File: src/rtl/core/cubemap_to_equirect_address_defines.svh
// ----------------------------------------------------------------------------
// Cube-map to equirectangular addressing: assertion macros
// Concurrent check macros for the addressing block; empty when SYNTH is set.
// ----------------------------------------------------------------------------
`ifndef CUBEMAP_TO_EQUIRECT_ADDRESS_DEFINES_SVH
`define CUBEMAP_TO_EQUIRECT_ADDRESS_DEFINES_SVH
`ifndef SYNTH
`define C2E_ASSERT_IMP(lbl, clk, rst_n, ante, cons) \
    lbl: assert property (@(posedge clk) disable iff (!rst_n) (ante) |-> (cons)) \
        else $error("c2e check failed");
`define C2E_ASSERT_NXT(lbl, clk, rst_n, ante, cons) \
    lbl: assert property (@(posedge clk) disable iff (!rst_n) (ante) |=> (cons)) \
        else $error("c2e check failed");
`else
`define C2E_ASSERT_IMP(lbl, clk, rst_n, ante, cons)
`define C2E_ASSERT_NXT(lbl, clk, rst_n, ante, cons)
`endif
`endif

File: src/rtl/core/c2e_pkg.sv
// ----------------------------------------------------------------------------
// Cube-map to equirectangular addressing: package
// Word types, cell state types, fixed-point constants and tables.
// ----------------------------------------------------------------------------
package c2e_pkg;

    localparam int LAT           = 65;
    localparam int UV_CELLS      = 17;
    localparam int SQRT_CELLS    = 19;
    localparam int CORDIC_CELLS  = 16;
    localparam int FI_DLY        = 17;
    localparam int D1_DLY        = 21;
    localparam int AZ_DLY        = 21;
    localparam int FO_DLY        = 59;

    localparam logic [12:0] MAX_FACE_RES   = 13'd4096;
    localparam logic [13:0] MAX_SRC_WIDTH  = 14'd8192;
    localparam logic [13:0] MAX_SRC_HEIGHT = 14'd8192;
    localparam logic [2:0]  MAX_CHANNELS   = 3'd4;
    localparam logic [2:0]  FACE_MAX       = 3'd5;

    localparam logic signed [18:0] ONE_Q   = 19'sd65536;
    localparam logic signed [20:0] PI_Q    = 21'sd205887;
    localparam logic signed [20:0] P_Q     = 21'sd205881;
    localparam logic signed [20:0] HP_Q    = 21'sd102941;
    localparam logic signed [20:0] SPAN_Q  = 21'sd411762;

    // floor(2^32 / divisor) for the angle scaling quotients
    localparam logic [13:0] SPAN_RCP = 14'd10430;
    localparam logic [14:0] P_RCP    = 15'd20861;

    localparam logic signed [1:0] CP = 2'sb01;
    localparam logic signed [1:0] CN = 2'sb11;
    localparam logic signed [1:0] CZ = 2'sb00;

    typedef enum logic [1:0] {
        CFG_FACE_RES   = 2'd0,
        CFG_SRC_WIDTH  = 2'd1,
        CFG_SRC_HEIGHT = 2'd2,
        CFG_CHANNELS   = 2'd3
    } t_cfg_index;

    typedef struct packed {
        logic [2:0]  face_index;
        logic [11:0] pixel_row;
        logic [11:0] pixel_col;
    } t_item;

    typedef struct packed {
        logic [12:0] sample_col;
        logic [12:0] sample_row;
        logic [27:0] sample_offset;
        logic [28:0] face_offset;
    } t_result;

    typedef struct packed {
        logic [19:0] r;
        logic [17:0] q;
        logic [12:0] n;
        logic        ovf;
    } t_div;

    typedef struct packed {
        logic [36:0] v;
        logic [37:0] acc;
    } t_sqrt;

    typedef struct packed {
        logic signed [21:0] x;
        logic signed [21:0] y;
        logic signed [20:0] ang;
    } t_cordic;

    typedef struct packed {
        logic signed [1:0] sx, sy, sz;
        logic signed [1:0] rx, ry, rz;
        logic signed [1:0] ux, uy, uz;
    } t_face_dir;

    function automatic t_face_dir face_dir(input logic [2:0] f);
        t_face_dir d;
        case (f)
            3'd0:    d = '{CP, CP, CN, CN, CZ, CZ, CZ, CN, CZ};
            3'd1:    d = '{CN, CP, CP, CP, CZ, CZ, CZ, CN, CZ};
            3'd2:    d = '{CN, CP, CP, CZ, CZ, CN, CP, CZ, CZ};
            3'd3:    d = '{CP, CN, CP, CZ, CZ, CN, CN, CZ, CZ};
            3'd4:    d = '{CP, CP, CP, CZ, CZ, CN, CZ, CN, CZ};
            default: d = '{CN, CP, CN, CZ, CZ, CP, CZ, CN, CZ};
        endcase
        return d;
    endfunction

    function automatic logic signed [20:0] atan_q(input logic [3:0] k);
        logic signed [20:0] a;
        case (k)
            4'd0:    a = 21'sd51472;
            4'd1:    a = 21'sd30386;
            4'd2:    a = 21'sd16055;
            4'd3:    a = 21'sd8150;
            4'd4:    a = 21'sd4091;
            4'd5:    a = 21'sd2047;
            4'd6:    a = 21'sd1024;
            4'd7:    a = 21'sd512;
            4'd8:    a = 21'sd256;
            4'd9:    a = 21'sd128;
            4'd10:   a = 21'sd64;
            4'd11:   a = 21'sd32;
            4'd12:   a = 21'sd16;
            4'd13:   a = 21'sd8;
            4'd14:   a = 21'sd4;
            default: a = 21'sd2;
        endcase
        return a;
    endfunction

endpackage

File: src/rtl/core/c2e_cordic_cell.sv
// ----------------------------------------------------------------------------
// Vectoring CORDIC cell
// One micro-rotation toward the x axis, accumulating the arctangent.
// ----------------------------------------------------------------------------
module c2e_cordic_cell (
    input  logic               i_clk,
    input  logic [3:0]         i_step,
    input  c2e_pkg::t_cordic   i_cell,
    output c2e_pkg::t_cordic   o_cell
);

    logic signed [21:0] w_dx;
    logic signed [21:0] w_dy;
    logic signed [20:0] w_a;
    c2e_pkg::t_cordic   n_cell;
    c2e_pkg::t_cordic   r_cell;

    always_comb begin
        w_dx = i_cell.y >>> i_step;
        w_dy = i_cell.x >>> i_step;
        w_a  = c2e_pkg::atan_q(i_step);
        if (!i_cell.y[21]) begin
            n_cell.x   = i_cell.x + w_dx;
            n_cell.y   = i_cell.y - w_dy;
            n_cell.ang = i_cell.ang + w_a;
        end else begin
            n_cell.x   = i_cell.x - w_dx;
            n_cell.y   = i_cell.y + w_dy;
            n_cell.ang = i_cell.ang - w_a;
        end
    end

    always_ff @(posedge i_clk) begin
        r_cell <= n_cell;
    end

    assign o_cell = r_cell;

endmodule

File: config.mk
export PLATFORM = sky130hd
export DESIGN_NAME = c2e_cordic_cell
export DESIGN_NICKNAME = d
export VERILOG_FILES = /design/src/rtl/core/cubemap_to_equirect_address_defines.svh /design/src/rtl/core/c2e_pkg.sv /design/src/rtl/core/c2e_cordic_cell.sv
export SDC_FILE = /design/constraint.sdc
export NUM_CORES = 1
export LEC_CHECK = 0
export BUFFER_PORTS_ARGS = -buffer_cell sky130_fd_sc_hd__buf_2
export CORE_AREA = 8 8 133 135
export CTS_BUF_LIST = sky130_fd_sc_hd__clkbuf_8
export DETAILED_ROUTE_END_ITERATION = 8
export DIE_AREA = 0 0 141 143
export PLACE_DENSITY = 0.8
export SYNTH_ARGS = -nofsm -noshare
export SYNTH_HDL_FRONTEND = slang
export SYNTH_SLANG_ARGS = --single-unit
File: constraint.sdc
create_clock -name i_clk -period 5.6 [get_ports i_clk]
set_input_delay 0 -clock i_clk [delete_from_list [all_inputs] [get_ports i_clk]]
set_output_delay 0 -clock i_clk [all_outputs]
set_load 0.01 [all_outputs]
==> impl_metrics.toml <==
[clock_tree]
clkTransAtPathRegs_ns = 0.07
h-tree-depth = 3
cts_setup_buffers = 0
clk_path_buf_depth = 2
cts_buffers = 9
cts_root_buf = "clkbuf_8"
cts_sinks = 65
cts_tree = "built"

[critical_path]
critPathMaxStageDelay_ns = 0.64
crit_type = "in -> reg"
crit_required_ns = 5.86
crit_fanout = 50
cp-end-kind = "flip-flop"
path_delay_family = "compound AO/OA/AOI/OAI gates"
cp.arrival_ns = 4.96
path_buf_inv = 1
startpoint_type = "primary input"
slowest_stage = "or4b_2"
worst_path_most_repeated_cell = "o21ai_0"
crit_chain = "buf_4 -> mux4_2 -> mux2i_1 -> nand2_1 -> o21ai_0 -> ha_1 -> a21boi_1 -> nor2_1 -> xnor2_1 -> ha_1 -> o21ai_0 -> o21ai_0 -> or4b_2 -> a21oi_1 -> o311a_1 -> o21a_1 -> o21a_1 -> mux2i_1 -> nand2_1"

[synth]
synth_seq_cells = 65
synth_edf_count = 0
ys_warn_count = 0
synth_top_cell_by_area = "dfxtp_1"
ys_types = 81
synthArstFlopShare_pct = 0
yosysSeqAreaShare_pct = 15.5
synthFlopType = "dfxtp_1"
synthTopCellsByArea = "dfxtp_1, ha_1, mux4_2"
syn_avg_cell_area_sq_um = 8.31
synth_area_sq_mm = 0.00842
netlist_instances = 1013
synth_top_area_share_pct = 15.5
syn_nets = 1164

[die]
ios = 135
chipHeight_microns = 143
start_util_pct = 54.0
die_w_microns = 141
row_count = 46
die_area_sq_mm = 0.0202
core_sq_mm = 0.0156

[cells_and_area]
largest_reg_flops = 65
final_cell_mix = "buf_2, nand2_1, ha_1, a21oi_1, nor2_1"
drive_above_1_share_pct = 21.0
final_common_cell = "buf_2"
nNetsFinal = 1289
area_delta_synth_final_pct = 13.8

[global_route]
grt_max_degree = 51
grt_pass1_vias = 7819
antenna_found_initial = 1
overflow = 0
gr-usage-all-layers_pct = 23.1
grt_pass1_wl_microns = 37900

[timing]
layout_min_cycle_time_ns = 4.69
worst_slew_pin_slew_ns = 0.713
rsz0062_at_grt = "no"
tns_ns = 0
holdWs_ns = 0.0138
timing.final.crit_share_pct = 83.8
finalHoldViolations = 0
fmax_ghz = 0.213
relSlewSlack_pct = 52.4
drv_slew = 0
setup_viol = 0

[detailed_routing]
drtPass1Iterations = 7
post_drt_wl_per_cell_microns = 17.3
ant_nets = 0
vias = 8191
drtIter0Drc = 656
vias_per_cell = 6.02
route.detailed.drc = 0
wirelength_microns = 23600

[pwr]
p_per_area_mw_per_mm2 = 263
ir_drop_mv = 0.173
p_leak_nw = 4.33

[place]
gp_congestion = 0.948
numPortBuffers = 134
dpl.hpwl_microns = 18700

[run]
cap_violations = 0

[worst_hold_path]
hold_path_class = "in -> reg"

[run_status]
status = "complete, no violations"
## through the flow
step | worst slack [ns] | utilization, % | cells | total power [mW] | instance area [sq um]
floorplan | 0.597 | - | 1013 | 1.68 | 8420
global placement | 0.696 | 59.4 | 1332 | 2.08 | 9260
detailed placement | 0.553 | 59.4 | 1332 | 2.10 | 9260
CTS | 0.946 | 61.4 | 1359 | 2.54 | 9570
global route | 0.501 | 61.4 | 1360 | 2.73 | 9580
finish | 0.907 | 61.4 | 1361 | 2.52 | 9580
## area by class of cell
class                           count  area, sq um
Tap cell                          216          270
Clock buffer                       11          151
Timing Repair Buffer              163          931
Inverter                           36          135
Fill cell                        1373         6020
Clock inverter                      5         55.1
Sequential cell                    65         1300
Antenna cell                        2         5.00
Multi-Input combinational cell    863         6730
## cell usage after synthesis (all sizes together), types with 10 or more instances
master	instances
nor2	74
clkbuf	20
mux2i	54
or3	10
a21oi	76
inv	34
xnor2	65
and3	14
a31oi	16
mux2	33
nor2b	18
o21a	12
xor2	35
nand2	85
nand2b	11
o21ai	60
nor3	19
mux4	30
a21o	22
ha	78
dfxtp	65
nand3	24
buf	29
## worst min-delay path: stages
cell and delay (ns):
buf_2 0.09, ha_1 0.17, xor2_1 0.07
## kinds of logic after synthesis
kind of cell | Yosys count | synth area share (%)
xor+xnor | 100 | 10.4
simple gates | 289 | 16.8
compound gates | 276 | 21.5
mux | 117 | 18.9
buf+inv | 85 | 4.62
fa+ha+maj | 81 | 12.3
flops | 65 | 15.5
## metal layers
| layer | vias up | wire length (microns) | global-route usage (%) |
|---|---|---|---|
| met2 | 374 | 10500 | 37.1 |
| met3 | 50 | 2110 | 4.27 |
| met4 | 0 | 642 | 9.90 |
| li1 | 3999 | - | - |
| met1 | 3768 | 10300 | 29.9 |
| met5 | - | 0 | 0 |
## worst paths after layout
path | from | endpoint | slack, ns | cells past startpoint
setup / recovery | i_step[1] | o_cell[41] | 0.91 | 19
hold / removal | i_cell[2] | o_cell[2] | 0.01 | 3
## where the power goes
part	internal, mW	total (mW)	switching [mW]	leakage [nW]
logic	0.628	1.41	0.783	3.68
clock network	0.228	0.419	0.191	0.107
registers	0.653	0.693	0.0392	0.548
total	1.51	2.52	1.01	4.33
## repair_timing
item                                    in CTS  in global routing
endpoints found under the hold margin       11                  0
endpoints found under the setup margin       0                  0
hold buffers                                11                  0
resized for setup                            0                  0
Note: power is estimated with default switching activity, not from simulation.
