**src/rtl/core/cubemap_to_equirect_address_defines.svh**
```systemverilog
// ----------------------------------------------------------------------------
// Cube-map to equirectangular addressing: assertion macros
// Concurrent check macros for the addressing block; empty when SYNTH is set.
// ----------------------------------------------------------------------------
`ifndef CUBEMAP_TO_EQUIRECT_ADDRESS_DEFINES_SVH
`define CUBEMAP_TO_EQUIRECT_ADDRESS_DEFINES_SVH
`ifndef SYNTH
`define C2E_ASSERT_IMP(lbl, clk, rst_n, ante, cons) \
    lbl: assert property (@(posedge clk) disable iff (!rst_n) (ante) |-> (cons)) \
        else $error("c2e check failed");
`define C2E_ASSERT_NXT(lbl, clk, rst_n, ante, cons) \
    lbl: assert property (@(posedge clk) disable iff (!rst_n) (ante) |=> (cons)) \
        else $error("c2e check failed");
`else
`define C2E_ASSERT_IMP(lbl, clk, rst_n, ante, cons)
`define C2E_ASSERT_NXT(lbl, clk, rst_n, ante, cons)
`endif
`endif

```
**src/rtl/core/c2e_pkg.sv**
```systemverilog
// ----------------------------------------------------------------------------
// Cube-map to equirectangular addressing: package
// Word types, cell state types, fixed-point constants and tables.
// ----------------------------------------------------------------------------
package c2e_pkg;

    localparam int LAT           = 65;
    localparam int UV_CELLS      = 17;
    localparam int SQRT_CELLS    = 19;
    localparam int CORDIC_CELLS  = 16;
    localparam int FI_DLY        = 17;
    localparam int D1_DLY        = 21;
    localparam int AZ_DLY        = 21;
    localparam int FO_DLY        = 59;

    localparam logic [12:0] MAX_FACE_RES   = 13'd4096;
    localparam logic [13:0] MAX_SRC_WIDTH  = 14'd8192;
    localparam logic [13:0] MAX_SRC_HEIGHT = 14'd8192;
    localparam logic [2:0]  MAX_CHANNELS   = 3'd4;
    localparam logic [2:0]  FACE_MAX       = 3'd5;

    localparam logic signed [18:0] ONE_Q   = 19'sd65536;
    localparam logic signed [20:0] PI_Q    = 21'sd205887;
    localparam logic signed [20:0] P_Q     = 21'sd205881;
    localparam logic signed [20:0] HP_Q    = 21'sd102941;
    localparam logic signed [20:0] SPAN_Q  = 21'sd411762;

    // floor(2^32 / divisor) for the angle scaling quotients
    localparam logic [13:0] SPAN_RCP = 14'd10430;
    localparam logic [14:0] P_RCP    = 15'd20861;

    localparam logic signed [1:0] CP = 2'sb01;
    localparam logic signed [1:0] CN = 2'sb11;
    localparam logic signed [1:0] CZ = 2'sb00;

    typedef enum logic [1:0] {
        CFG_FACE_RES   = 2'd0,
        CFG_SRC_WIDTH  = 2'd1,
        CFG_SRC_HEIGHT = 2'd2,
        CFG_CHANNELS   = 2'd3
    } t_cfg_index;

    typedef struct packed {
        logic [2:0]  face_index;
        logic [11:0] pixel_row;
        logic [11:0] pixel_col;
    } t_item;

    typedef struct packed {
        logic [12:0] sample_col;
        logic [12:0] sample_row;
        logic [27:0] sample_offset;
        logic [28:0] face_offset;
    } t_result;

    typedef struct packed {
        logic [19:0] r;
        logic [17:0] q;
        logic [12:0] n;
        logic        ovf;
    } t_div;

    typedef struct packed {
        logic [36:0] v;
        logic [37:0] acc;
    } t_sqrt;

    typedef struct packed {
        logic signed [21:0] x;
        logic signed [21:0] y;
        logic signed [20:0] ang;
    } t_cordic;

    typedef struct packed {
        logic signed [1:0] sx, sy, sz;
        logic signed [1:0] rx, ry, rz;
        logic signed [1:0] ux, uy, uz;
    } t_face_dir;

    function automatic t_face_dir face_dir(input logic [2:0] f);
        t_face_dir d;
        case (f)
            3'd0:    d = '{CP, CP, CN, CN, CZ, CZ, CZ, CN, CZ};
            3'd1:    d = '{CN, CP, CP, CP, CZ, CZ, CZ, CN, CZ};
            3'd2:    d = '{CN, CP, CP, CZ, CZ, CN, CP, CZ, CZ};
            3'd3:    d = '{CP, CN, CP, CZ, CZ, CN, CN, CZ, CZ};
            3'd4:    d = '{CP, CP, CP, CZ, CZ, CN, CZ, CN, CZ};
            default: d = '{CN, CP, CN, CZ, CZ, CP, CZ, CN, CZ};
        endcase
        return d;
    endfunction

    function automatic logic signed [20:0] atan_q(input logic [3:0] k);
        logic signed [20:0] a;
        case (k)
            4'd0:    a = 21'sd51472;
            4'd1:    a = 21'sd30386;
            4'd2:    a = 21'sd16055;
            4'd3:    a = 21'sd8150;
            4'd4:    a = 21'sd4091;
            4'd5:    a = 21'sd2047;
            4'd6:    a = 21'sd1024;
            4'd7:    a = 21'sd512;
            4'd8:    a = 21'sd256;
            4'd9:    a = 21'sd128;
            4'd10:   a = 21'sd64;
            4'd11:   a = 21'sd32;
            4'd12:   a = 21'sd16;
            4'd13:   a = 21'sd8;
            4'd14:   a = 21'sd4;
            default: a = 21'sd2;
        endcase
        return a;
    endfunction

endpackage

```
**src/rtl/core/c2e_sqrt_cell.sv**
```systemverilog
// ----------------------------------------------------------------------------
// Integer square root cell
// One result bit of the floor square root per cell, digit by digit.
// ----------------------------------------------------------------------------
module c2e_sqrt_cell (
    input  logic             i_clk,
    input  logic [4:0]       i_step,
    input  c2e_pkg::t_sqrt   i_cell,
    output c2e_pkg::t_sqrt   o_cell
);

    logic [37:0]    w_bit;
    logic [37:0]    w_trial;
    logic [37:0]    w_diff;
    logic           w_ge;
    c2e_pkg::t_sqrt n_cell;
    c2e_pkg::t_sqrt r_cell;

    always_comb begin
        w_bit    = 38'd1 << {i_step, 1'b0};
        w_trial  = i_cell.acc + w_bit;
        w_ge     = ({1'b0, i_cell.v} >= w_trial);
        w_diff   = {1'b0, i_cell.v} - w_trial;
        n_cell.v   = w_ge ? w_diff[36:0] : i_cell.v;
        n_cell.acc = w_ge ? ((i_cell.acc >> 1) + w_bit) : (i_cell.acc >> 1);
    end

    always_ff @(posedge i_clk) begin
        r_cell <= n_cell;
    end

    assign o_cell = r_cell;

endmodule

```
**config.mk**
```make
export PLATFORM = sky130hd
export DESIGN_NAME = c2e_sqrt_cell
export DESIGN_NICKNAME = d
export VERILOG_FILES = /design/src/rtl/core/cubemap_to_equirect_address_defines.svh /design/src/rtl/core/c2e_pkg.sv /design/src/rtl/core/c2e_sqrt_cell.sv
export SDC_FILE = /design/constraint.sdc
export NUM_CORES = 1
export LEC_CHECK = 0
export ABC_AREA = 1
export BUFFER_PORTS_ARGS = -buffer_cell sky130_fd_sc_hd__buf_2
export CORE_MARGIN = 2
export CORE_UTILIZATION = 58
export DETAILED_ROUTE_END_ITERATION = 10
export PLACE_DENSITY_LB_ADDON = 0.1
export SLEW_MARGIN = 10
export SYNTH_ARGS = -nofsm -noshare
export SYNTH_HDL_FRONTEND = slang
export SYNTH_SLANG_ARGS = --single-unit
```
**constraint.sdc**
```tcl
create_clock -name i_clk -period 5.4 [get_ports i_clk]
set_input_delay 0.27 -clock i_clk [delete_from_list [all_inputs] [get_ports i_clk]]
set_output_delay 0.27 -clock i_clk [all_outputs]
set_load 0.005 [all_outputs]
```
==> run_summary.xml <==
<?xml version="1.0" encoding="UTF-8"?>
<metrics>
  <group name="global_route">
    <metric name="grt.total_usage" unit="">0.387</metric>
    <metric name="first_global_vias" unit="">11144</metric>
    <metric name="grt_max_degree" unit="">76</metric>
    <metric name="grt_overflow" unit="">0</metric>
    <metric name="global_route_wire_length_before_repair" unit="um">54600</metric>
    <metric name="grt_antenna_before_repair" unit="">0</metric>
  </group>
  <group name="timing">
    <metric name="report.final.hold_viol_count" unit="">0</metric>
    <metric name="rsz0062_at_grt" unit="">false</metric>
    <metric name="report.final.setup_viol" unit="">0</metric>
    <metric name="layout_worst_path_cycle_share" unit="">0.927</metric>
    <metric name="period_minus_slack" unit="ns">5.01</metric>
    <metric name="report.final.slew_viol_count" unit="">0</metric>
    <metric name="achievable-frequency" unit="GHz">0.200</metric>
    <metric name="max-slew-margin-rel" unit="">0.485</metric>
    <metric name="finalWorstSetupSlack" unit="ns">0.394</metric>
    <metric name="setup_total_negative_slack" unit="ns">0</metric>
    <metric name="worst-slew-pin-transition" unit="ns">0.770</metric>
  </group>
  <group name="die">
    <metric name="initial_utilization" unit="">0.591</metric>
    <metric name="die_width" unit="um">134</metric>
    <metric name="die_area" unit="um2">17800</metric>
    <metric name="pin_count" unit="">156</metric>
    <metric name="placementRows" unit="">47</metric>
    <metric name="coreArea" unit="um2">16500</metric>
    <metric name="die_h" unit="um">134</metric>
  </group>
  <group name="synth">
    <metric name="ys.warnings.count" unit="">0</metric>
    <metric name="post_synth_instance_area" unit="um2">9730</metric>
    <metric name="synth-main-ff-cell" unit="">sky130_fd_sc_hd__dfxtp_1</metric>
    <metric name="syn_avg_cell_area" unit="um2">5.83</metric>
    <metric name="synth_area_in_xor_xnor" unit="">0.0729</metric>
    <metric name="synth.yosys.seq_area_share" unit="">0.154</metric>
    <metric name="synth_top_family_by_area" unit="">simple AND/OR/NAND/NOR gates</metric>
    <metric name="synthesized_netlist_cell_count" unit="">1669</metric>
    <metric name="synth_top_cell_area_share" unit="">0.203</metric>
    <metric name="netlist_top_cells_count" unit="">527 x sky130_fd_sc_hd__nand2_1, 215 x sky130_fd_sc_hd__inv_1, 165 x sky130_fd_sc_hd__nor2_1</metric>
    <metric name="yosys.cell_count.top_type" unit="">sky130_fd_sc_hd__nand2_1</metric>
    <metric name="synth_simple_gate_area_frac" unit="">0.447</metric>
    <metric name="synth-seq-cells" unit="">75</metric>
    <metric name="synth-adder-area-share" unit="">0.0856</metric>
    <metric name="synth_top_area_cell" unit="">sky130_fd_sc_hd__nand2_1</metric>
    <metric name="async_flop_share" unit="">0</metric>
    <metric name="synth_nets" unit="">1816</metric>
    <metric name="post_synth_main_area_contributors" unit="">sky130_fd_sc_hd__nand2_1 20%, sky130_fd_sc_hd__dfxtp_1 15%, sky130_fd_sc_hd__ha_1 8.4%, sky130_fd_sc_hd__inv_1 8.3%, sky130_fd_sc_hd__nand3_1 7.1%</metric>
    <metric name="synthMuxAreaShare" unit="">0</metric>
    <metric name="synth-edff-count" unit="">0</metric>
    <metric name="synth_compound_gate_area_share" unit="">0.124</metric>
    <metric name="synth.lib_cells_used.distinct" unit="">48</metric>
  </group>
  <group name="drt">
    <metric name="route.layer.met1.wl" unit="um">13600</metric>
    <metric name="route.met3.wl" unit="um">2320</metric>
    <metric name="first_iter_violations" unit="">1017</metric>
    <metric name="drt_wl_total" unit="um">34700</metric>
    <metric name="drc_errors" unit="">0</metric>
    <metric name="route.detailed.wl_per_inst" unit="um">17.0</metric>
    <metric name="highest-signal-layer" unit="">met4</metric>
    <metric name="via_count" unit="">11590</metric>
    <metric name="drt_first_pass_iters" unit="">6</metric>
    <metric name="vias_per_cell" unit="">5.70</metric>
    <metric name="met2RoutedLength" unit="um">16100</metric>
    <metric name="ant_nets" unit="">0</metric>
  </group>
  <group name="hold_path">
    <metric name="hold_path.class" unit="">in2reg</metric>
  </group>
  <group name="critical_path">
    <metric name="critical_path_required" unit="ns">5.69</metric>
    <metric name="critical_path.max_stage_delay" unit="ns">0.41</metric>
    <metric name="worst_ep_arrival_time" unit="ns">5.30</metric>
    <metric name="critical_path.endpoint_type" unit="">register</metric>
    <metric name="path_delay_family" unit="">simple AND/OR/NAND/NOR gates</metric>
    <metric name="critical_path.max_fanout" unit="">74</metric>
    <metric name="timing.critical_path.buf_inv" unit="">4</metric>
    <metric name="critical_path.startpoint_type" unit="">primary input</metric>
    <metric name="path_type_of_the_worst_setup_path" unit="">in2reg</metric>
    <metric name="critical_path.most_common_cell" unit="">sky130_fd_sc_hd__nand2_1</metric>
    <metric name="critical_path.slowest_cell" unit="">sky130_fd_sc_hd__ha_1</metric>
  </group>
  <group name="power">
    <metric name="clockPowerShare" unit="">0.331</metric>
    <metric name="comb_power_share" unit="">0.377</metric>
    <metric name="switching_power" unit="uW">813</metric>
    <metric name="internal_power" unit="uW">1390</metric>
    <metric name="sequentialPowerShare" unit="">0.291</metric>
    <metric name="cellLeakagePower" unit="uW">0.00584</metric>
    <metric name="ir_worst_vdd" unit="mV">0.153</metric>
    <metric name="netSwitchingFraction" unit="">0.369</metric>
    <metric name="power-per-cell-area" unit="nW/um2">201</metric>
  </group>
  <group name="placement">
    <metric name="place_hpwl" unit="um">28400</metric>
    <metric name="pre_cts_slack" unit="ns">0.119</metric>
    <metric name="number_of_placed_instances_with_taps_included" unit="">2019</metric>
    <metric name="port-buffer-count" unit="">155</metric>
    <metric name="routabilityCongestion" unit="">1.02</metric>
    <metric name="placed_cell_area" unit="um2">10600</metric>
  </group>
  <group name="final_layout">
    <metric name="n_antenna_cell" unit="">0</metric>
    <metric name="largest_register_ffs" unit="">75</metric>
    <metric name="final_standard_cell_count_with_taps_included_and_fillers_excluded" unit="">2034</metric>
    <metric name="final_cell_area" unit="um2">11000</metric>
    <metric name="finish.net_count" unit="">1957</metric>
    <metric name="final_layout_size_suffix_gt1_frac" unit="">0.143</metric>
    <metric name="layout.filler_cells" unit="">1634</metric>
    <metric name="area_delta_synth_final" unit="%">12.5</metric>
    <metric name="final_core_utilization" unit="">0.665</metric>
  </group>
  <group name="clocking">
    <metric name="cts_buffer_depth" unit="">2</metric>
    <metric name="cts_setup_buffers" unit="">0</metric>
    <metric name="cts_num_sinks" unit="">75</metric>
    <metric name="hold_buffers" unit="">0</metric>
    <metric name="cts_max_level" unit="">3</metric>
    <metric name="number_of_buffers_inserted_during_clock_tree_synthesis" unit="">9</metric>
    <metric name="tritoncts" unit="">yes</metric>
    <metric name="cts_root_buf" unit="">sky130_fd_sc_hd__clkbuf_16</metric>
    <metric name="clk_transition_reported_paths" unit="ns">0.06</metric>
  </group>
  <group name="outcome">
    <metric name="status" unit="">finished clean</metric>
  </group>
  <group name="run">
    <metric name="max_cap_viol_count" unit="">0</metric>
  </group>
</metrics>
==> what timing repair did <==
item | in CTS | in global routing
hold endpoints to repair | 0 | 0
endpoints found under the setup margin | 0 | 1
resized for setup | 0 | 1
==> power groups by stage <==
stage	Combinational (uW)	Sequential [uW]	Clock, uW
after global placement	799	654	0
after floorplan	535	669	0
after CTS	815	642	740
after global routing	918	648	757
after detailed placement	811	653	0
final	831	642	730
==> metal layers <==
metal / vias up / track usage
li1: 5698 / -
met1: 5179 / 0.454
met2: 568 / 0.656
met3: 145 / 0.0449
met4: 0 / 0.274
met5: - / 0
==> tightest hold or removal path, delay by kind of cell <==
kind,cells,cell delay (ns)
simple gates,2,0.10
buf+inv,1,0.08
==> path summary, 6_finish.rpt <==
kind | from | to | depth (start not counted)
worst max-delay path | i_step[1] | o_cell[15] | 29
worst min-delay path | i_cell[38] | o_cell[38] | 3
==> cell families after synthesis <==
| logic type | count (synthesis) |
|---|---|
| adder cells (fa/ha/maj) | 66 |
| XOR/XNOR | 81 |
| flip-flops | 75 |
| AO/OA/AOI/OAI | 217 |
| AND/OR/NAND/NOR | 971 |
| buffers and inverters | 259 |
==> area by class of cell <==
class                   instances  area [um2]  area share
flip-flops and latches         75        1500       0.137
clock buffers                  11         253      0.0231
inverters                     225         847      0.0774
multi-input cells            1335        7100       0.648
repair buffers                164         876      0.0800
well taps                     220         275      0.0251
clock inverters                 4        97.6     0.00891
==> cell usage in the layout, fill, tap and decap left out, drive strengths merged <==
cell type,Yosys,layout
a211oi,2,2
a21boi,5,5
a21o,5,5
a21oi,70,70
a22oi,1,1
a31o,1,1
a31oi,16,16
a41o,1,1
a41oi,1,1
and2,1,1
and3,2,2
buf,28,164
bufinv,0,3
clkbuf,6,11
clkinvlp,0,1
dfxtp,75,75
fa,1,1
ha,65,65
inv,225,225
nand2,543,543
nand3,175,175
nand3b,7,7
nand4,26,26
nor2,177,177
nor3,30,30
nor3b,1,1
nor4,9,9
o211ai,4,4
o21a,2,2
o21ai,96,96
o21bai,11,11
o22ai,2,2
xnor2,19,19
xor2,62,62
==> stage by stage <==
stage                     hold WS, ns  power [uW]
after detailed placement        0.482        1460
after CTS                       0.118        2200
after global placement          0.472        1450
after global routing            0.138        2320
after floorplan                 0.373        1200
final                           0.125        2200
(Power assumes the default switching activity.)
