File: src/rtl/core/cubemap_to_equirect_address_defines.svh
// ----------------------------------------------------------------------------
// Cube-map to equirectangular addressing: assertion macros
// Concurrent check macros for the addressing block; empty when SYNTH is set.
// ----------------------------------------------------------------------------
`ifndef CUBEMAP_TO_EQUIRECT_ADDRESS_DEFINES_SVH
`define CUBEMAP_TO_EQUIRECT_ADDRESS_DEFINES_SVH
`ifndef SYNTH
`define C2E_ASSERT_IMP(lbl, clk, rst_n, ante, cons) \
    lbl: assert property (@(posedge clk) disable iff (!rst_n) (ante) |-> (cons)) \
        else $error("c2e check failed");
`define C2E_ASSERT_NXT(lbl, clk, rst_n, ante, cons) \
    lbl: assert property (@(posedge clk) disable iff (!rst_n) (ante) |=> (cons)) \
        else $error("c2e check failed");
`else
`define C2E_ASSERT_IMP(lbl, clk, rst_n, ante, cons)
`define C2E_ASSERT_NXT(lbl, clk, rst_n, ante, cons)
`endif
`endif

File: src/rtl/core/c2e_pkg.sv
// ----------------------------------------------------------------------------
// Cube-map to equirectangular addressing: package
// Word types, cell state types, fixed-point constants and tables.
// ----------------------------------------------------------------------------
package c2e_pkg;

    localparam int LAT           = 65;
    localparam int UV_CELLS      = 17;
    localparam int SQRT_CELLS    = 19;
    localparam int CORDIC_CELLS  = 16;
    localparam int FI_DLY        = 17;
    localparam int D1_DLY        = 21;
    localparam int AZ_DLY        = 21;
    localparam int FO_DLY        = 59;

    localparam logic [12:0] MAX_FACE_RES   = 13'd4096;
    localparam logic [13:0] MAX_SRC_WIDTH  = 14'd8192;
    localparam logic [13:0] MAX_SRC_HEIGHT = 14'd8192;
    localparam logic [2:0]  MAX_CHANNELS   = 3'd4;
    localparam logic [2:0]  FACE_MAX       = 3'd5;

    localparam logic signed [18:0] ONE_Q   = 19'sd65536;
    localparam logic signed [20:0] PI_Q    = 21'sd205887;
    localparam logic signed [20:0] P_Q     = 21'sd205881;
    localparam logic signed [20:0] HP_Q    = 21'sd102941;
    localparam logic signed [20:0] SPAN_Q  = 21'sd411762;

    // floor(2^32 / divisor) for the angle scaling quotients
    localparam logic [13:0] SPAN_RCP = 14'd10430;
    localparam logic [14:0] P_RCP    = 15'd20861;

    localparam logic signed [1:0] CP = 2'sb01;
    localparam logic signed [1:0] CN = 2'sb11;
    localparam logic signed [1:0] CZ = 2'sb00;

    typedef enum logic [1:0] {
        CFG_FACE_RES   = 2'd0,
        CFG_SRC_WIDTH  = 2'd1,
        CFG_SRC_HEIGHT = 2'd2,
        CFG_CHANNELS   = 2'd3
    } t_cfg_index;

    typedef struct packed {
        logic [2:0]  face_index;
        logic [11:0] pixel_row;
        logic [11:0] pixel_col;
    } t_item;

    typedef struct packed {
        logic [12:0] sample_col;
        logic [12:0] sample_row;
        logic [27:0] sample_offset;
        logic [28:0] face_offset;
    } t_result;

    typedef struct packed {
        logic [19:0] r;
        logic [17:0] q;
        logic [12:0] n;
        logic        ovf;
    } t_div;

    typedef struct packed {
        logic [36:0] v;
        logic [37:0] acc;
    } t_sqrt;

    typedef struct packed {
        logic signed [21:0] x;
        logic signed [21:0] y;
        logic signed [20:0] ang;
    } t_cordic;

    typedef struct packed {
        logic signed [1:0] sx, sy, sz;
        logic signed [1:0] rx, ry, rz;
        logic signed [1:0] ux, uy, uz;
    } t_face_dir;

    function automatic t_face_dir face_dir(input logic [2:0] f);
        t_face_dir d;
        case (f)
            3'd0:    d = '{CP, CP, CN, CN, CZ, CZ, CZ, CN, CZ};
            3'd1:    d = '{CN, CP, CP, CP, CZ, CZ, CZ, CN, CZ};
            3'd2:    d = '{CN, CP, CP, CZ, CZ, CN, CP, CZ, CZ};
            3'd3:    d = '{CP, CN, CP, CZ, CZ, CN, CN, CZ, CZ};
            3'd4:    d = '{CP, CP, CP, CZ, CZ, CN, CZ, CN, CZ};
            default: d = '{CN, CP, CN, CZ, CZ, CP, CZ, CN, CZ};
        endcase
        return d;
    endfunction

    function automatic logic signed [20:0] atan_q(input logic [3:0] k);
        logic signed [20:0] a;
        case (k)
            4'd0:    a = 21'sd51472;
            4'd1:    a = 21'sd30386;
            4'd2:    a = 21'sd16055;
            4'd3:    a = 21'sd8150;
            4'd4:    a = 21'sd4091;
            4'd5:    a = 21'sd2047;
            4'd6:    a = 21'sd1024;
            4'd7:    a = 21'sd512;
            4'd8:    a = 21'sd256;
            4'd9:    a = 21'sd128;
            4'd10:   a = 21'sd64;
            4'd11:   a = 21'sd32;
            4'd12:   a = 21'sd16;
            4'd13:   a = 21'sd8;
            4'd14:   a = 21'sd4;
            default: a = 21'sd2;
        endcase
        return a;
    endfunction

endpackage

File: src/rtl/core/c2e_div_cell.sv
// ----------------------------------------------------------------------------
// Restoring divide cell
// Brings in one numerator bit, trial-subtracts the divisor, shifts in one
// quotient bit and hands the partial state on.
// ----------------------------------------------------------------------------
module c2e_div_cell (
    input  logic             i_clk,
    input  logic [19:0]      i_divisor,
    input  c2e_pkg::t_div    i_cell,
    output c2e_pkg::t_div    o_cell
);

    logic [19:0]   w_rr;
    logic          w_ge;
    c2e_pkg::t_div n_cell;
    c2e_pkg::t_div r_cell;

    always_comb begin
        w_rr       = {i_cell.r[18:0], i_cell.n[12]};
        w_ge       = (w_rr >= i_divisor);
        n_cell.r   = w_ge ? (w_rr - i_divisor) : w_rr;
        n_cell.q   = {i_cell.q[16:0], w_ge};
        n_cell.n   = {i_cell.n[11:0], 1'b0};
        n_cell.ovf = i_cell.ovf;
    end

    always_ff @(posedge i_clk) begin
        r_cell <= n_cell;
    end

    assign o_cell = r_cell;

endmodule

File: config.mk
export PLATFORM = sky130hd
export DESIGN_NAME = c2e_div_cell
export DESIGN_NICKNAME = d
export VERILOG_FILES = /design/src/rtl/core/cubemap_to_equirect_address_defines.svh /design/src/rtl/core/c2e_pkg.sv /design/src/rtl/core/c2e_div_cell.sv
export SDC_FILE = /design/constraint.sdc
export NUM_CORES = 1
export LEC_CHECK = 0
export BUFFER_PORTS_ARGS = -buffer_cell sky130_fd_sc_hd__buf_2
export CAP_MARGIN = 10
export CORE_ASPECT_RATIO = 0.7
export CORE_UTILIZATION = 40
export DETAILED_ROUTE_END_ITERATION = 6
export PLACE_DENSITY = 0.72
export REMOVE_ABC_BUFFERS = 1
export SKIP_LAST_GASP = 1
export SLEW_MARGIN = 20
export SYNTH_ARGS = -nofsm -noshare
export SYNTH_HDL_FRONTEND = slang
export SYNTH_SLANG_ARGS = --single-unit
File: constraint.sdc
create_clock -name i_clk -period 2.9 [get_ports i_clk]
set_input_delay 0.29 -clock i_clk [delete_from_list [all_inputs] [get_ports i_clk]]
set_output_delay 0.29 -clock i_clk [all_outputs]
set_load 0.1 [all_outputs]
==> run metrics, run 1 <==
GR Util All Layers=0.1736; crit-path max FO=5; post-route minimum period=2379 ps; chip height=68.06 um; Rows=23; maximum vdd drop=0.2440 mV; Final Cycle Share=0.8205; hold_buf cts=0; internal power=1.236 mW; syn avg cell area=10.48 sq um; worst setup path class=primary input to flop; cells after synthesis=238; Setup Fix Bufs, Post-CTS=0; initial antenna violation count=0; global route total overflow=0; max reg flops=51; Comb power frac=0.463; Flop pwr share=0.348; total power=2.270 mW; Switching Power=1.034 mW; clock buffer depth=2; EDFF count, synth=0; initial core utilization=0.4248; vias in the first global route=1844; CP required=3100 ps; Synth Flop Type=dfxtp_1; H-tree levels=2; Slew Limit Fails=0; post-CTS resize count=0; Worst Setup SP=i_cell[13]; clk slew on worst S/H paths=100 ps; Unique masters post-synth=50; Antenna Nets Post-Route=0; synthesized flop and latch total=51; switch share=0.4553; total negative slack=0 ps; WL/cell=13.14 um; status=complete, no violations; Via Count=2074; clock root buffer=clkbuf_8; Via-to-Cell Ratio=4.757; leading area contributor after synthesis=dfxtp_1; global-route wire length before repair=8687 um; Core ar.=0.005871 sq mm; worst hold slack=92.69 ps; share of the synthesized area in the top cell type=0.4094; Commonest cells post-synth=dfxtp_1, inv_1, ha_1; CP startpoint kind=primary input; diodes inserted=0; global placement routability congestion=0.9085; Arrival @ worst endpoint=2580 ps; Port Buf Inserts=121; YS warnings=0; Final Setup Violations=0; endpoints failing hold=0; P_leak=1.696 nW; Slew HR=0.6493; drt total wl=5731 um; synthesis-to-layout area growth=30.86%; Chip Width=96.37 um; Worst Setup EP=o_cell[50]; Clk pwr share=0.189; drt drc=0; largest net degree at the start of global routing=22; MaxCap Viol Count=0; CTS tree=yes; fmax=420.3 MHz; io pins=125; ys async rst share=0; dpl hpwl=4588 um; full die area=0.006559 sq mm; clock sink count=51; share of layout cells above drive strength 1=0.4460; Power per Cell Area=695.7 mW/mm^2; ranking of synthesized cells by area=dfxtp_1, mux2_4, ha_1; router iterations before antenna repair=4; # nets final=454; Iter 0 DRT Violations=123; Min-Delay Path Class=primary input to flop; Worst Max-Slew Pin Slew=522.0 ps; top-count cell post-synth=dfxtp_1; RSZ-0062 raised after global routing=false; Syn Std Cell Area=0.002494 sq mm; Worst setup EP type=flop; post-synthesis sequential area ratio=0.4094; total CTS buffers=5
## cell usage in the layout (no fill, tap or decap), drive strengths merged, types with 5 or more instances in the layout
cell and count:
a21o 5, a21oi 12, buf 122, clkbuf 6, dfxtp 51, ha 20
inv 25, mux2 18, nand2 10, nand3 13, nor2 7, o21ai 10
xnor2 9, xor2 8
## layout make-up
class	count	area (sq um)
fill	545	2608
multi-input combinational	155	1330
sequential	51	1021
timing repair buffer	122	625.6
inverter	25	93.84
tap	75	93.84
clock buffer	6	82.58
clock inverter	2	16.27
## logic make-up (layout without fill, tap and decap cells)
logic type	after synthesis	in the layout	share of synthesized area
buf+inv	32	155	0.05720
fa+ha+maj	21	21	0.1084
flops	51	51	0.4094
other cells	1	1	0.001504
xor+xnor	17	17	0.05971
mux	20	20	0.1149
simple gates	45	45	0.09734
compound gates	51	51	0.1515
## power groups by stage
stage / clock network, mW / registers [mW] / logic, mW
floorplan: 0 / 1.36 / 0.307
global placement: 0 / 0.807 / 1.04
detailed placement: 0 / 0.807 / 1.05
CTS: 0.452 / 0.792 / 1.05
global route: 0.488 / 0.800 / 1.10
finish: 0.429 / 0.791 / 1.05
## stage by stage
step,utilization,std cells,cell area [sq um],setup WS (ps)
6_report,0.5558,436,3263,520.5
3_3_place_gp,0.5390,428,3164,248.4
5_1_grt,0.5558,436,3263,417.6
2_1_floorplan,-,231,2445,31.11
4_1_cts,0.5558,436,3263,533.6
3_5_place_dp,0.5390,428,3164,207.4
## worst min-delay path by stage
stage | startpoint | to | slack [ps] | cells past startpoint
floorplan | i_cell[0] | o_cell[0] | 320 | 0
detailed placement | i_cell[19] | o_cell[20] | 390 | 1
global placement | i_cell[29] | o_cell[30] | 390 | 1
CTS | i_cell[10] | o_cell[11] | 80 | 1
finish | i_cell[29] | o_cell[30] | 90 | 1
global route | i_cell[22] | o_cell[23] | 70 | 1
## routing by layer
metal / wire length, um / global-route usage
met4: 46 / 0.03860
met2: 2438 / 0.2660
met3: 574 / 0.04556
met1: 2671 / 0.2437
met5: 0 / 0
## critical path: stages
cell and delay, ps:
buf_2 70, inv_1 40, ha_1 210, fa_1 450, nor2b_4 150, o211ai_2 110
a31oi_4 260, a41oi_2 180, o311ai_1 420, xor2_1 110, mux2_4 280
Power figures use the tool's default switching activity.
==> inputs of run 2 (changes only) <==
- clock period: 2.9 -> 2.2 ns (I/O delays scaled with it)
==> run 2 against run 1 <==
Net effect:
- cell count grew 16%
- combinational power rose by 50%
- count of clock-buffer cells in the layout unchanged
- critical path depth rose by 2
- non-clock buffer count rose by 70
- hold slack got worse by 69 ps
- power rose by 40%
- worst setup slack got worse by 470 ps
- cell area is 19% higher
==> run metrics, run 2 (synthesis gave the netlist of run 1 again) <==
Port Buf Inserts=121 (unchanged); Arrival @ worst endpoint=2340 ps (-240 ps); setup ws final=46.05 ps (-474.5 ps); clock buffer depth=2 (unchanged); Worst Hold End=o_cell[25]; Power per Cell Area=816.6 mW/mm^2 (+17%); Core ar.=0.005871 sq mm (unchanged); global placement routability congestion=0.8526 (-6.2%); P_leak=2.035 nW (+20%); dpl hpwl=5285 um (+15%); post-route minimum period=2154 ps; initial core utilization=0.4248 (unchanged); H-tree levels=2 (unchanged); Final Cycle Share=0.9791; drt total wl=6834 um (+19%); initial antenna violation count=0 (unchanged); io pins=125 (unchanged); full die area=0.006559 sq mm (unchanged); total negative slack=0 ps (unchanged); Via Count=2383 (+15%); clock root buffer=clkbuf_8; Antenna Nets Post-Route=0 (unchanged); cell area after placement=0.003525 sq mm (+11%); drt drc=0 (unchanged); Slew Limit Fails=0 (unchanged); vias in the first global route=2136 (+16%); Iter 0 DRT Violations=79 (-36%); CP peak stage delay=290 ps (-160 ps); Rows=23 (unchanged); share of layout cells above drive strength 1=0.5070 (+0.06099); total power=3.175 mW (+40%); commonest non-fill, non-tap cells in the layout=buf_2, buf_4, dfxtp_1; GR Util All Layers=0.1934 (+0.01983); status=complete, no violations; critical path, cell by cell=buf_2 -> inv_1 -> ha_4 -> fa_2 -> nor2b_4 -> o211ai_4 -> a31oi_4 -> o21ai_2 -> nand3_2 -> a211oi_4 -> buf_4 -> clkbuf_16 -> mux2_4; max reg flops=51 (unchanged); leading cell type in the layout, fill and taps excluded=buf_2; global route total overflow=0 (unchanged); HP Start=i_cell[24]; router iterations before antenna repair=4 (unchanged); crit-path max FO=6 (+1); chip height=68.06 um (unchanged); Final Setup Violations=0 (unchanged); fmax=464.3 MHz; Worst setup EP type=flop; largest net degree at the start of global routing=16 (-27%); CP required=2390 ps (-710 ps); total CTS buffers=5 (unchanged); CTS tree=yes; endpoints failing hold=0 (unchanged); clk slew on worst S/H paths=80 ps (-20 ps); Chip Width=96.37 um (unchanged); WL/cell=13.53 um (+3.0%); CP startpoint kind=primary input; Min-Delay Path Class=primary input to flop; placed cell count=476 (+11%); # nets final=524 (+15%); Crit-path slowest cell=mux2_4; maximum vdd drop=0.3222 mV (+32%); Final Instance Count excl. Fillers=505 (+16%); worst setup path class=primary input to flop; synthesis-to-layout area growth=55.90%; hold path cells=1 (unchanged); MaxCap Viol Count=0 (unchanged); Via-to-Cell Ratio=4.719 (-0.80%); diodes inserted=0 (unchanged); dpl ws=-310.9 ps (-518.4 ps); clock sink count=51 (unchanged); global-route wire length before repair=9632 um (+11%); final instance area=0.003887 sq mm (+19%)
-- run 2: metal layers --
layer / global-route usage / vias up / routed length (um)
li1: - / 1201 / -
met5: 0 / - / 0
met3: 0.05667 / 2 / 561
met1: 0.2680 / 1092 / 3142
met4: 0.03309 / 0 / 31
met2: 0.3014 / 88 / 3099
-- run 2: per-stage QoR --
step	hold slack, ps	util
2_1_floorplan	247.7	-
3_3_place_gp	322.2	0.6004
3_5_place_dp	323.6	0.6004
4_1_cts	4.778	0.6159
5_1_grt	0.05088	0.6622
6_report	23.65	0.6622
-- run 2: cell type report --
cell class | count | area (sq um)
clock buffer | 6 | 82.58
clock inverter | 1 | 8.758
fill | 489 | 1983
inverter | 25 | 93.84
multi-input combinational | 155 | 1375
sequential | 51 | 1021
tap | 75 | 93.84
timing repair buffer | 192 | 1212
-- run 2: worst max-delay path by stage --
stage / to / from / cells past startpoint / slack, ps
after detailed placement: o_cell[47] / i_cell[13] / 12 / -310
after global placement: o_cell[43] / i_cell[13] / 12 / -260
after CTS: o_cell[43] / i_cell[13] / 12 / -0.4
after floorplan: o_cell[51] / i_cell[13] / 10 / -600
after global routing: o_cell[43] / i_divisor[4] / 11 / -30
final: o_cell[45] / i_cell[13] / 13 / 50
-- run 2: critical path, delay by kind of cell --
kind	cells	cell delay, ps
AOI/OAI and AO/OA	4	760
buffers and inverters	4	510
adders and majority gates	2	390
muxes	1	290
and+or+nand+nor	2	160
-- run 2: timing repair --
item / CTS / global route
gates cloned: 0 / 1
hold buffers: 0 / 16
resized for setup: 0 / 8
endpoints found under the hold margin: 0 / 16
buffers inserted: 0 / 5
pin swaps: 0 / 3
setup endpoints to repair: 1 / 19
-- run 2: power breakdown --
group / leakage (nW) / internal, mW / switching, mW / total (mW)
clock: 0.0477 / 0.254 / 0.299 / 0.553
combinational: 1.56 / 0.490 / 1.08 / 1.57
sequential: 0.430 / 1.02 / 0.0259 / 1.05
==> inputs of run 3 (changes only) <==
- CORE_ASPECT_RATIO: 0.7 -> not set
- CORE_MARGIN: not set -> 2
- MAX_ROUTING_LAYER: not set -> met4
==> run 3 against run 2 <==
Net effect:
- combinational power decreased by 4%
- count of clock-buffer cells in the layout decreased by 1
- worst setup slack got worse by 33 ps
- critical path type unchanged
- via count decreased by 4.4%
==> run metrics, run 3 (synthesis gave the netlist of run 1 again) <==
GR Util All Layers=0.1805 (-0.01286); chip height=82.96 um (+22%); dpl ws=-290.1 ps (+20.87 ps); vias in the first global route=2270 (+6.3%); # fillers=532 (+8.8%); global route total overflow=0 (unchanged); Power per Cell Area=882.0 mW/mm^2 (+8.0%); initial core utilization=0.4187 (-0.006068); Worst Hold End=o_cell[3]; drt drc=0 (unchanged); diodes inserted=0 (unchanged); commonest non-fill, non-tap cells in the layout=buf_2, dfxtp_1, buf_4; endpoints failing hold=0 (unchanged); crit-path max FO=4 (-2); # nets final=498 (-5.0%); worst hold slack=10.07 ps (-13.59 ps); setup ws final=12.95 ps (-33.10 ps); fmax=457.2 MHz (-1.5%); Via-to-Cell Ratio=4.744 (+0.53%); clock root buffer=clkbuf_8; clock sink count=51 (unchanged); Antenna Nets Post-Route=0 (unchanged); H-tree levels=2 (unchanged); global placement routability congestion=0.8936 (+4.8%); HP Start=i_cell[2]; io pins=125 (unchanged); Iter 0 DRT Violations=98 (+24%); WL/cell=12.85 um (-5.0%); post-layout util=0.6139 (-0.04832); clock buffer depth=2 (unchanged); global-route wire length before repair=10050 um (+4.4%); largest net degree at the start of global routing=18 (+2); Core ar.=0.005956 sq mm (+1.4%); initial antenna violation count=0 (unchanged); share of layout cells above drive strength 1=0.5185 (+0.01154); drt total wl=6170 um (-9.7%); Rows=28 (+22%); maximum vdd drop=0.5604 mV (+74%); total CTS buffers=5 (unchanged); Final Setup Violations=0 (unchanged); synthesis-to-layout area growth=46.61%; CTS tree=yes; Via Count=2277 (-4.4%); MaxCap Viol Count=0 (unchanged); Min-Delay Path Class=primary input to flop; Worst setup EP type=flop; Final Cycle Share=0.9941 (+0.01505); status=complete, no violations; CP peak stage delay=420 ps (+130 ps); total negative slack=0 ps (unchanged); Arrival @ worst endpoint=2390 ps (+50 ps); clk slew on worst S/H paths=100 ps (+20 ps); Chip Width=82.96 um (-14%); Port Buf Inserts=121 (unchanged); leading cell type in the layout, fill and taps excluded=buf_2; max reg flops=51 (unchanged); router iterations before antenna repair=4 (unchanged); worst setup path class=primary input to flop; critical path, cell by cell=buf_2 -> ha_4 -> fa_2 -> nor2b_4 -> o211ai_2 -> a31oi_4 -> buf_4 -> a41oi_2 -> o311ai_2 -> xor2_1 -> mux2_4; RSZ-0062 raised after global routing=true; CP startpoint kind=primary input; CP required=2400 ps (about the same); post-route minimum period=2187 ps (+33.10 ps); dpl hpwl=5082 um (-3.8%); full die area=0.006882 sq mm (+4.9%); hold path cells=1 (unchanged); Slew Limit Fails=0 (unchanged); P_leak=1.918 nW (-5.7%); Crit-path slowest cell=fa_2
## run 3: worst max-delay path by stage
stage                 startpoint    endpoint  slack (ps)  cells past startpoint
finish              i_divisor[0]  o_cell[50]          10                     11
global route          i_cell[13]  o_cell[50]         -30                     12
CTS                   i_cell[13]  o_cell[50]          20                     11
detailed placement    i_cell[13]  o_cell[50]        -290                     11
global placement      i_cell[13]  o_cell[50]        -230                     11
floorplan             i_cell[13]  o_cell[51]        -600                     10
## run 3: power by group
group / switching, mW / internal (mW) / total (mW) / leakage [nW]
Sequential: 0.0239 / 1.02 / 1.05 / 0.430
Combinational: 1.06 / 0.449 / 1.51 / 1.43
Clock: 0.326 / 0.343 / 0.670 / 0.0548
Total: 1.41 / 1.81 / 3.22 / 1.92
## run 3: final cells by class
class / instances / area, sq um / share of cell area
multi-input cells: 155 / 1375 / 0.3761
flip-flops and latches: 51 / 1021 / 0.2793
repair buffers: 166 / 957.2 / 0.2618
inverters: 25 / 93.84 / 0.02567
well taps: 75 / 93.84 / 0.02567
clock buffers: 5 / 68.82 / 0.01882
clock inverters: 3 / 46.29 / 0.01266
## run 3: metal layers
metal / share of wire / up-vias / GRT usage
met5: 0 / - / -
met2: 0.51 / 91 / 0.3196
met1: 0.42 / 1018 / 0.2078
met4: 0.014 / 0 / 0.04769
met3: 0.061 / 10 / 0.03678
li1: - / 1158 / -
## run 3: critical path: cells and delay by family
| family | cells | cell delay [ps] |
|---|---|---|
| and+or+nand+nor | 1 | 140 |
| muxes | 1 | 270 |
| AOI/OAI and AO/OA | 4 | 790 |
| buffers and inverters | 2 | 270 |
| adders and majority gates | 2 | 590 |
| xor gates and xnor gates | 1 | 110 |
## run 3: stage by stage
step	cell area, sq um	power, mW	std cells
6_report	3656	3.224	480
5_1_grt	3656	3.358	480
2_1_floorplan	2445	2.201	231
3_5_place_dp	3467	2.551	470
3_3_place_gp	3467	2.533	470
4_1_cts	3582	3.225	478
## run 3: what timing repair did
item,4_1_cts,5_1_grt
hold buffers,0,1
pin swaps,0,5
buffers inserted,0,1
cloned,0,0
endpoints found under the setup margin,1,19
resized for setup,1,11
hold endpoints to repair,0,1
